$ cat src/rtl/core/expression_tokenizer_unit_assert.svh
// Assertion macros shared by the tokenizer RTL.
`ifndef EXPRESSION_TOKENIZER_UNIT_ASSERT_SVH
`define EXPRESSION_TOKENIZER_UNIT_ASSERT_SVH
`ifndef ASSERT_OFF
// Check a condition at every clock edge outside reset.
`define ETU_ASSERT_ALWAYS(label, cond, msg) \
	label: assert property (@(posedge clk) disable iff (!arst_n) (cond)) else $error(msg);
// Check that a condition in one cycle implies another in the next.
`define ETU_ASSERT_NEXT(label, ante, cons, msg) \
	label: assert property (@(posedge clk) disable iff (!arst_n) (ante) |=> (cons)) else $error(msg);
`else
`define ETU_ASSERT_ALWAYS(label, cond, msg)
`define ETU_ASSERT_NEXT(label, ante, cons, msg)
`endif
`endif

$ cat src/rtl/core/etu_pkg.sv
// Package: token kinds, character codes, token word type and character classes.
`timescale 1ns / 1ps
package etu_pkg;

	localparam int COUNT_WIDTH_DEF = 16;
	localparam int TOKQ_DEPTH      = 4;

	// Token kinds
	localparam logic [3:0] KIND_NUMBER  = 4'd0;
	localparam logic [3:0] KIND_IDENT   = 4'd1;
	localparam logic [3:0] KIND_PLUS    = 4'd2;
	localparam logic [3:0] KIND_MINUS   = 4'd3;
	localparam logic [3:0] KIND_STAR    = 4'd4;
	localparam logic [3:0] KIND_SLASH   = 4'd5;
	localparam logic [3:0] KIND_CARET   = 4'd6;
	localparam logic [3:0] KIND_LPAREN  = 4'd7;
	localparam logic [3:0] KIND_RPAREN  = 4'd8;
	localparam logic [3:0] KIND_BAR     = 4'd9;
	localparam logic [3:0] KIND_COMMA   = 4'd10;
	localparam logic [3:0] KIND_INVALID = 4'd11;
	localparam logic [3:0] KIND_END     = 4'd12;

	// Character codes
	localparam logic [7:0] CH_END    = 8'h00;
	localparam logic [7:0] CH_TAB    = 8'h09;
	localparam logic [7:0] CH_NL     = 8'h0A;
	localparam logic [7:0] CH_CR     = 8'h0D;
	localparam logic [7:0] CH_SPACE  = 8'h20;
	localparam logic [7:0] CH_PLUS   = 8'h2B;
	localparam logic [7:0] CH_MINUS  = 8'h2D;
	localparam logic [7:0] CH_STAR   = 8'h2A;
	localparam logic [7:0] CH_SLASH  = 8'h2F;
	localparam logic [7:0] CH_CARET  = 8'h5E;
	localparam logic [7:0] CH_LPAREN = 8'h28;
	localparam logic [7:0] CH_RPAREN = 8'h29;
	localparam logic [7:0] CH_BAR    = 8'h7C;
	localparam logic [7:0] CH_COMMA  = 8'h2C;
	localparam logic [7:0] CH_DOT    = 8'h2E;
	localparam logic [7:0] CH_USCORE = 8'h5F;
	localparam logic [7:0] CH_ZERO   = 8'h30;
	localparam logic [7:0] CH_NINE   = 8'h39;
	localparam logic [7:0] CH_UA     = 8'h41;
	localparam logic [7:0] CH_UZ     = 8'h5A;
	localparam logic [7:0] CH_LA     = 8'h61;
	localparam logic [7:0] CH_LZ     = 8'h7A;

	typedef struct packed {
		logic [3:0]  kind;
		logic [15:0] start;
		logic [15:0] length;
		logic [15:0] line;
		logic [15:0] column;
		logic [7:0]  tbyte;
		logic        last;
	} token_t;

	function automatic logic is_digit(input logic [7:0] c);
		return (c >= CH_ZERO) && (c <= CH_NINE);
	endfunction

	function automatic logic is_letter(input logic [7:0] c);
		return ((c >= CH_UA) && (c <= CH_UZ)) || ((c >= CH_LA) && (c <= CH_LZ));
	endfunction

	function automatic logic is_space(input logic [7:0] c);
		return (c == CH_SPACE) || ((c >= CH_TAB) && (c <= CH_CR));
	endfunction

	function automatic logic [3:0] operator_kind(input logic [7:0] c);
		logic [3:0] k;
		unique case (c)
			CH_PLUS:   k = KIND_PLUS;
			CH_MINUS:  k = KIND_MINUS;
			CH_STAR:   k = KIND_STAR;
			CH_SLASH:  k = KIND_SLASH;
			CH_CARET:  k = KIND_CARET;
			CH_LPAREN: k = KIND_LPAREN;
			CH_RPAREN: k = KIND_RPAREN;
			CH_BAR:    k = KIND_BAR;
			CH_COMMA:  k = KIND_COMMA;
			default:   k = KIND_INVALID;
		endcase
		return k;
	endfunction

endpackage

$ cat src/rtl/core/etu_char_if.sv
// Interface: character channel, one byte per word.
`timescale 1ns / 1ps
interface etu_char_if;
	logic       valid;
	logic       ready;
	logic [7:0] char_byte;

	modport source (output valid, output char_byte, input ready);
	modport sink (input valid, input char_byte, output ready);
endinterface

$ cat src/rtl/core/etu_token_if.sv
// Interface: token channel, one token per word.
`timescale 1ns / 1ps
interface etu_token_if;
	logic        valid;
	logic        ready;
	logic [3:0]  token_kind;
	logic [15:0] token_start;
	logic [15:0] token_length;
	logic [15:0] token_line;
	logic [15:0] token_column;
	logic [7:0]  token_byte;
	logic        last_of_run;

	modport source (
		output valid, output token_kind, output token_start, output token_length,
		output token_line, output token_column, output token_byte,
		output last_of_run, input ready
	);
	modport sink (
		input valid, input token_kind, input token_start, input token_length,
		input token_line, input token_column, input token_byte,
		input last_of_run, output ready
	);
endinterface

$ cat src/rtl/core/expression_tokenizer_unit.sv
// Top level: streaming lexer for arithmetic expressions.
`timescale 1ns / 1ps
`include "expression_tokenizer_unit_assert.svh"
// Usage
//   chars  : sink channel, one character byte per word; byte 0 marks end of input.
//   tokens : source channel, one token per word (kind, start offset, length,
//            line, column, character, last_of_run).
//   A byte gives zero, one or two tokens; last_of_run marks the final token
//   that a byte causes. An end byte flushes any pending number or identifier,
//   then gives the end token and returns all counters to their start values.
//
// Timing
//   A byte is registered in the input stage at acceptance and then classified,
//   which writes its tokens into a four-entry token queue once two entries
//   are free; tokens are offered from the head of that queue.
//   One byte per cycle is taken while the receiver keeps pace; a byte that
//   gives two tokens needs two output words, and the token queue depth sets
//   how long the input keeps flowing across such bursts.
//
// Reset and stall
//   arst_n clears scan state, counters, the input stage and the token queue.
//   When the receiver stalls, tokens hold in the queue; once fewer than two
//   entries are free, the input stage holds its byte and ready drops.
module expression_tokenizer_unit #(
	parameter int COUNT_WIDTH = etu_pkg::COUNT_WIDTH_DEF
) (
	input  logic               clk,
	input  logic               arst_n,
	etu_char_if.sink           chars,
	etu_token_if.source        tokens
);
	import etu_pkg::*;

	localparam logic [1:0] MODE_IDLE   = 2'd0;
	localparam logic [1:0] MODE_NUMBER = 2'd1;
	localparam logic [1:0] MODE_IDENT  = 2'd2;

	localparam int EXT_W  = COUNT_WIDTH + 16;
	localparam int QPTR_W = $clog2(TOKQ_DEPTH);
	localparam int QCNT_W = $clog2(TOKQ_DEPTH + 1);
	localparam logic [QCNT_W-1:0] QROOM_MAX = QCNT_W'(TOKQ_DEPTH - 2);

	localparam logic [COUNT_WIDTH-1:0] CNT_MAX  = {COUNT_WIDTH{1'b1}};
	localparam logic [COUNT_WIDTH-1:0] CNT_ZERO = '0;
	localparam logic [COUNT_WIDTH-1:0] CNT_ONE  = COUNT_WIDTH'(1);

	// Low 16 bits of a counter, zero-extended when the counter is narrower.
	function automatic logic [15:0] low16(input logic [COUNT_WIDTH-1:0] v);
		logic [EXT_W-1:0] e;
		e = {16'b0, v};
		return e[15:0];
	endfunction

	function automatic logic [COUNT_WIDTH-1:0] sat_inc(input logic [COUNT_WIDTH-1:0] v);
		return (v == CNT_MAX) ? v : v + CNT_ONE;
	endfunction

	// ---------------------------------------------------------------- input stage
	logic       s1_valid_q;
	logic [7:0] char_s1;
	logic       s1_go;
	logic       q_room;

	assign s1_go       = s1_valid_q && q_room;
	assign chars.ready = !s1_valid_q || q_room;

	always_ff @(posedge clk or negedge arst_n) begin
		if (!arst_n) begin
			s1_valid_q <= 1'b0;
		end else if (chars.ready) begin
			s1_valid_q <= chars.valid;
		end
	end

	always_ff @(posedge clk) begin
		if (chars.ready && chars.valid) begin
			char_s1 <= chars.char_byte;
		end
	end

	// ---------------------------------------------------------------- scan state
	logic [1:0]             mode_q;
	logic                   dot_q;
	logic [COUNT_WIDTH-1:0] pos_q;
	logic [COUNT_WIDTH-1:0] line_q;
	logic [COUNT_WIDTH-1:0] col_q;
	logic [COUNT_WIDTH-1:0] pstart_q;
	logic [COUNT_WIDTH-1:0] pline_q;
	logic [COUNT_WIDTH-1:0] pcol_q;

	// ---------------------------------------------------------------- classify
	logic                   c_digit, c_letter, c_space, c_dot, c_end, c_nl, c_uscore;
	logic                   absorb, flush, own_emit, start_num, start_id;
	logic [COUNT_WIDTH-1:0] plen;
	logic [COUNT_WIDTH-1:0] pos_adv, line_adv, col_adv;
	token_t                 pend_tok, own_tok, first_tok;
	logic [1:0]             push_n;

	always_comb begin
		c_digit  = is_digit(char_s1);
		c_letter = is_letter(char_s1);
		c_space  = is_space(char_s1);
		c_dot    = (char_s1 == CH_DOT);
		c_end    = (char_s1 == CH_END);
		c_nl     = (char_s1 == CH_NL);
		c_uscore = (char_s1 == CH_USCORE);

		// Extend the pending token, or end it and handle the byte from idle.
		absorb = ((mode_q == MODE_NUMBER) && (c_digit || (c_dot && !dot_q)))
			|| ((mode_q == MODE_IDENT) && (c_letter || c_digit || c_uscore));
		flush     = (mode_q != MODE_IDLE) && !absorb;
		start_num = !absorb && (c_digit || c_dot);
		start_id  = !absorb && c_letter;
		own_emit  = !absorb && (c_end || !(c_space || c_digit || c_dot || c_letter));

		plen = (pos_q >= pstart_q) ? pos_q - pstart_q : CNT_ZERO;

		pend_tok.kind   = (mode_q == MODE_NUMBER) ? KIND_NUMBER : KIND_IDENT;
		pend_tok.start  = low16(pstart_q);
		pend_tok.length = low16(plen);
		pend_tok.line   = low16(pline_q);
		pend_tok.column = low16(pcol_q);
		pend_tok.tbyte  = 8'h00;
		pend_tok.last   = 1'b0;

		own_tok.kind   = c_end ? KIND_END : operator_kind(char_s1);
		own_tok.start  = low16(pos_q);
		own_tok.length = c_end ? 16'd0 : 16'd1;
		own_tok.line   = low16(line_q);
		own_tok.column = low16(col_q);
		own_tok.tbyte  = c_end ? 8'h00 : char_s1;
		own_tok.last   = 1'b1;

		// The first slot gets the flushed token when there is one.
		first_tok      = flush ? pend_tok : own_tok;
		first_tok.last = !(flush && own_emit);

		push_n = s1_go ? ({1'b0, flush} + {1'b0, own_emit}) : 2'd0;

		pos_adv  = sat_inc(pos_q);
		line_adv = c_nl ? sat_inc(line_q) : line_q;
		col_adv  = c_nl ? CNT_ONE : sat_inc(col_q);
	end

	always_ff @(posedge clk or negedge arst_n) begin
		if (!arst_n) begin
			mode_q   <= MODE_IDLE;
			dot_q    <= 1'b0;
			pos_q    <= CNT_ZERO;
			line_q   <= CNT_ONE;
			col_q    <= CNT_ONE;
			pstart_q <= CNT_ZERO;
			pline_q  <= CNT_ONE;
			pcol_q   <= CNT_ONE;
		end else if (s1_go) begin
			if (absorb) begin
				// Extend the pending token.
				if (c_dot) begin
					dot_q <= 1'b1;
				end
				pos_q  <= pos_adv;
				line_q <= line_adv;
				col_q  <= col_adv;
			end else if (c_end) begin
				// Drop back to the start state after the end token.
				mode_q   <= MODE_IDLE;
				dot_q    <= 1'b0;
				pos_q    <= CNT_ZERO;
				line_q   <= CNT_ONE;
				col_q    <= CNT_ONE;
				pstart_q <= CNT_ZERO;
				pline_q  <= CNT_ONE;
				pcol_q   <= CNT_ONE;
			end else begin
				if (start_num) begin
					mode_q <= MODE_NUMBER;
				end else if (start_id) begin
					mode_q <= MODE_IDENT;
				end else begin
					mode_q <= MODE_IDLE;
				end
				dot_q <= start_num && c_dot;
				if (start_num || start_id) begin
					pstart_q <= pos_q;
					pline_q  <= line_q;
					pcol_q   <= col_q;
				end
				pos_q  <= pos_adv;
				line_q <= line_adv;
				col_q  <= col_adv;
			end
		end
	end

	// ---------------------------------------------------------------- token queue
	token_t              q_mem [TOKQ_DEPTH];
	logic [QPTR_W-1:0]   wp_q, rp_q;
	logic [QCNT_W-1:0]   qcnt_q;
	logic                pop;
	logic [QPTR_W-1:0]   wp_next1;
	token_t              head;

	assign q_room   = (qcnt_q <= QROOM_MAX);
	assign pop      = tokens.valid && tokens.ready;
	assign wp_next1 = wp_q + QPTR_W'(1);

	always_ff @(posedge clk) begin
		if (push_n != 2'd0) begin
			q_mem[wp_q] <= first_tok;
		end
		if (push_n == 2'd2) begin
			q_mem[wp_next1] <= own_tok;
		end
	end

	always_ff @(posedge clk or negedge arst_n) begin
		if (!arst_n) begin
			wp_q   <= '0;
			rp_q   <= '0;
			qcnt_q <= '0;
		end else begin
			wp_q   <= wp_q + QPTR_W'(push_n);
			if (pop) begin
				rp_q <= rp_q + QPTR_W'(1);
			end
			qcnt_q <= qcnt_q + QCNT_W'(push_n) - QCNT_W'(pop);
		end
	end

	assign head                = q_mem[rp_q];
	assign tokens.valid        = (qcnt_q != '0);
	assign tokens.token_kind   = head.kind;
	assign tokens.token_start  = head.start;
	assign tokens.token_length = head.length;
	assign tokens.token_line   = head.line;
	assign tokens.token_column = head.column;
	assign tokens.token_byte   = head.tbyte;
	assign tokens.last_of_run  = head.last;

	// ---------------------------------------------------------------- checks
	`ETU_ASSERT_ALWAYS(a_queue_bound, qcnt_q <= QCNT_W'(TOKQ_DEPTH), "token queue overflow")
	`ETU_ASSERT_ALWAYS(a_dot_in_number, !dot_q || (mode_q == MODE_NUMBER), "dot flag outside number")
	`ETU_ASSERT_ALWAYS(a_line_nonzero, line_q != CNT_ZERO, "line counter reached zero")
	`ETU_ASSERT_NEXT(a_end_clears, s1_go && c_end, (pos_q == CNT_ZERO) && (mode_q == MODE_IDLE), "end byte left state")
	`ETU_ASSERT_NEXT(a_stage_holds, s1_valid_q && !q_room, s1_valid_q && $stable(char_s1), "input stage lost a byte")

endmodule

$ cat src/flat_wrapper.sv
// flat-port wrapper written by rule: the top's interface ports become plain ports
module expression_tokenizer_unit_flat import etu_pkg::*;
#(
	parameter int COUNT_WIDTH = etu_pkg::COUNT_WIDTH_DEF
)
  (clk, arst_n, chars_valid, chars_char_byte, chars_ready, tokens_valid, tokens_token_kind, tokens_token_start, tokens_token_length, tokens_token_line, tokens_token_column, tokens_token_byte, tokens_last_of_run, tokens_ready);
  etu_char_if chars_i ();
  etu_token_if tokens_i ();
  input  logic clk;
  input  logic arst_n;
  input wire logic [$bits(chars_i.valid)-1:0] chars_valid;
  input wire logic [$bits(chars_i.char_byte)-1:0] chars_char_byte;
  output wire logic [$bits(chars_i.ready)-1:0] chars_ready;
  output wire logic [$bits(tokens_i.valid)-1:0] tokens_valid;
  output wire logic [$bits(tokens_i.token_kind)-1:0] tokens_token_kind;
  output wire logic [$bits(tokens_i.token_start)-1:0] tokens_token_start;
  output wire logic [$bits(tokens_i.token_length)-1:0] tokens_token_length;
  output wire logic [$bits(tokens_i.token_line)-1:0] tokens_token_line;
  output wire logic [$bits(tokens_i.token_column)-1:0] tokens_token_column;
  output wire logic [$bits(tokens_i.token_byte)-1:0] tokens_token_byte;
  output wire logic [$bits(tokens_i.last_of_run)-1:0] tokens_last_of_run;
  input wire logic [$bits(tokens_i.ready)-1:0] tokens_ready;
  assign chars_i.valid = chars_valid;
  assign chars_i.char_byte = chars_char_byte;
  assign chars_ready = chars_i.ready;
  assign tokens_valid = tokens_i.valid;
  assign tokens_token_kind = tokens_i.token_kind;
  assign tokens_token_start = tokens_i.token_start;
  assign tokens_token_length = tokens_i.token_length;
  assign tokens_token_line = tokens_i.token_line;
  assign tokens_token_column = tokens_i.token_column;
  assign tokens_token_byte = tokens_i.token_byte;
  assign tokens_last_of_run = tokens_i.last_of_run;
  assign tokens_i.ready = tokens_ready;
  expression_tokenizer_unit #(.COUNT_WIDTH(COUNT_WIDTH)) u_core (.clk(clk), .arst_n(arst_n), .chars(chars_i), .tokens(tokens_i));
endmodule
$ cat config.mk
export PLATFORM = sky130hd
export DESIGN_NAME = expression_tokenizer_unit_flat
export DESIGN_NICKNAME = d
export VERILOG_FILES = /design/src/rtl/core/etu_pkg.sv /design/src/rtl/core/etu_char_if.sv /design/src/rtl/core/etu_token_if.sv /design/src/rtl/core/expression_tokenizer_unit.sv /design/src/flat_wrapper.sv
export VERILOG_INCLUDE_DIRS = /design/src /design/src/rtl/core
export SDC_FILE = /design/constraint.sdc
export NUM_CORES = 1
export LEC_CHECK = 0
export ABC_AREA = 1
export BUFFER_PORTS_ARGS = -buffer_cell sky130_fd_sc_hd__buf_2
export CORE_ASPECT_RATIO = 1.5
export CORE_UTILIZATION = 45
export DETAILED_ROUTE_END_ITERATION = 6
export MAX_ROUTING_LAYER = met4
export PLACE_DENSITY_LB_ADDON = 0.3
export SETUP_SLACK_MARGIN = 0.1
export SLEW_MARGIN = 15
export SYNTH_ARGS = -nofsm -noshare
export SYNTH_HDL_FRONTEND = slang
export SYNTH_SLANG_ARGS = --single-unit
$ cat constraint.sdc
create_clock -name clk -period 5.4 [get_ports clk]
set_input_delay 0.81 -clock clk [delete_from_list [all_inputs] [get_ports clk]]
set_output_delay 0.81 -clock clk [all_outputs]
set_load 0.02 [all_outputs]
==> run summary <==
Run status
- outcome: finished, final reports clean

Setup path
- R2R cell count: 18
- Critical Path Fanout Max: 100
- Setup crit end kind: primary output
- Worst Path Arrival: 3390 ps
- origin of the critical flop-to-flop path: u_core.char_s1[1]
- CP Class: reg -> out
- endpoint required time on the critical path: 4590 ps
- endpoint of the worst-slack reg-to-reg timing path: u_core.q_mem[2][68]
- startpoint type of the worst setup path: flip-flop
- register-to-register setup slack: 1350 ps

Power
- Power Density: 590.0 nW/µm²
- Pleak: 0.01075 µW
- Max rail drop VDD: 0.0004299 V

Route
- final routed wire length divided by cell count: 18.81 µm
- via count: 19739
- wirelength, routed: 66610 µm
- post-route antenna net violation count: 0
- DRC violations left: 0
- mean number of vias per cell: 5.573
- starting DRC count in detailed routing: 1620
- first-pass iteration count of the detailed router: 5

Synth
- post-synthesis cell area: 22640 µm²
- largest family of logic cells by synthesized area: simple AND/OR/NAND/NOR gates
- simple-gate share of the synthesized area: 0.3041
- Yosys warning total: 0
- mux cell area share after synthesis: 0
- Post-Syn Nets: 2906
- area fraction in compound gates after synthesis: 0.09086
- xor and xnor area share after synthesis: 0.01083
- post-synthesis register bit count: 423
- register area share after synthesis: 0.5093
- post-synthesis share of cell area spent on full adders, half adders and majority gates: 0.01503
- number of library cell types mapped by synthesis: 48
- average instance area after synthesis: 7.894 µm²
- gate count of the mapped netlist: 2868

Clock tree
- root buffer cell: clkbuf_16
- post_cts resized: 0
- Post CTS Setup Buffer Count: 0
- number of hold buffers added after CTS: 0
- clock buffer count from CTS: 41
- source-to-sink clock delay at the later pin of the worst-skew pair: 560 ps
- clock slew at the register clock pins of the worst setup and hold paths: 60 ps
- H-tree depth: 2
- clock tree from TritonCTS: done
- CTS max path bufs: 3
- clk sinks: 423

STA
- worst relative slew slack: 0.2366
- final hold violations: 0
- period utilization: 0.7770
- slew at the pin with the worst max-slew slack: 1145 ps
- Clock Skews: 20.74 ps
- number of slew-limit violations in the final report: 0
- Max Clock Freq: 238.3 MHz
- shortest clock period the worst path allows after layout: 4196 ps
- count of final setup violators: 0
- RSZ-0062 raised after global routing: false
- sum of negative setup slack: 0 ps

Place
- post-detail-place hpwl: 39810 µm
- GPL Wtd Cong: 0.9470
- number of buffers inserted by port buffering: 90
- Cell Area, Placed: 23310 µm²

Layout
- antenna cells: 0
- most common cell after layout, fill and taps aside: nand2_1
- share of layout cells above drive strength 1: 0.1004
- total of fill cells in the finished design: 4727
- Area Overhead vs Synth: 8.892%
- number of nets at the end of the flow: 2885
- leading cell types in the layout, fill and taps excluded: 944 x nand2_1, 282 x nor2_1, 280 x nand3_1
- area of all placed cells without fillers: 24650 µm²

Job
- number of violations of the max-capacitance limit: 0

Global routing
- overall fraction of global-route tracks in use: 0.2699
- overall overflow remaining after global route: 0
- largest net degree at the start of global routing: 101
- wire length of the first global-routing pass: 104500 µm
- number of antenna violations at the first check in global routing: 0
- vias in the first global route: 19629

Floorplanning
- height of the die: 276.7 µm
- core footprint: 49670 µm²
- count of standard-cell rows: 100
- Die Span X: 185.1 µm
- effective utilization at floorplan: 0.4558
- area of the die: 51230 µm²
- ports placed on the boundary: 91

Min path
- worst min-delay path category: in -> async

-- worst max path at each step --
stage	slack, ps	depth (start not counted)	startpoint	end
after floorplan	1400	16	u_core.char_s1[1]	u_core.q_mem[3][10]
after global placement	1400	18	u_core.char_s1[1]	u_core.q_mem[2][68]
after detailed placement	1350	18	u_core.char_s1[1]	u_core.q_mem[2][69]
after CTS	1170	5	u_core.rp_q[0]	tokens_token_column[13]
after global routing	980	17	u_core.char_s1[1]	u_core.q_mem[2][4]
final	1200	5	u_core.rp_q[0]	tokens_token_column[13]
-- flip-flops by register name, indices dropped and copies added (netlist names), 3 cells and up --
| signal | count |
|---|---|
| u_core.pos_q | 16 |
| u_core.line_q | 16 |
| u_core.col_q | 16 |
| u_core.pline_q | 16 |
| u_core.pstart_q | 16 |
| u_core.q_mem | 308 |
| u_core.pcol_q | 16 |
| u_core.qcnt_q | 3 |
| u_core.char_s1 | 8 |
-- critical path: stages, from the launching register on --
cell and delay, ps:
dfrtp_4 760, inv_4 890, buf_4 440, o21ai_0 120, o22ai_1 290, buf_2 240
-- routing by layer --
layer / global-route usage / vias up / share of wire
met5: - / - / 0
met4: 0.1182 / 0 / 0.036
met3: 0.02814 / 167 / 0.056
met2: 0.4760 / 713 / 0.52
met1: 0.3059 / 9463 / 0.39
li1: - / 9396 / -
-- synthesized netlist by cell type, drive strengths merged --
cell type,n,share of area
nor3b,2,0.00066
clkbuf,115,0.019
a211oi,1,0.00033
xnor2,1,0.00039
buf,69,0.020
dfstp,4,0.0046
o21ai,256,0.057
dfrtp,103,0.11
fa,2,0.0018
inv,185,0.031
nor4,3,0.00083
dfxtp,64,0.057
nand3b,8,0.0027
a21o,1,0.00033
o22ai,86,0.024
xor2,27,0.010
ha,24,0.013
nor2,304,0.054
nor3,32,0.0086
or2,3,0.00083
a22oi,1,0.00033
nand3,282,0.063
edfxtp,252,0.33
a21oi,30,0.0071
o21bai,1,0.00033
clkinv,2,0.00033
o211ai,1,0.00033
o21a,1,0.00033
and2,2,0.00055
o31ai,1,0.00033
o2111ai,1,0.00039
nand4,12,0.0033
nand2,992,0.17
-- final cells by class --
type                       instances  area [µm²]  share of cell area
sequential                       423       11540              0.4680
multi-input combinational       2074        9540              0.3870
clock buffer                      60        1179             0.04781
tap                              663       829.5             0.03365
inverter                         187       705.7             0.02863
timing repair buffer             120       703.2             0.02852
clock inverter                    15       158.9            0.006446
-- power breakdown --
part / total, µW / internal [µW] / switching, µW
clock network: 2910 / 1660 / 1250
logic: 6810 / 1720 / 5090
registers: 4820 / 4340 / 485
total: 14500 / 7720 / 6830
-- cells by family after synthesis --
family          count (synthesis)
xor+xnor                       28
compound gates                380
buf+inv                       371
simple gates                 1640
fa+ha+maj                      26
flops                         423
-- through the flow --
step / power (µW) / utilization / worst slack (ps) / std cells / hold slack, ps
after floorplan: 9435 / - / 1396 / 2868 / 420.8
after CTS: 14580 / 0.4963 / 1170 / 3542 / 338.8
after global routing: 15430 / 0.4963 / 982.1 / 3542 / 377.4
after detailed placement: 11660 / 0.4694 / 1352 / 3467 / 434.8
final: 14540 / 0.4963 / 1204 / 3542 / 318.1
after global placement: 11480 / 0.4694 / 1397 / 3467 / 433.3
No activity file was read; power rests on OpenSTA's default activity.
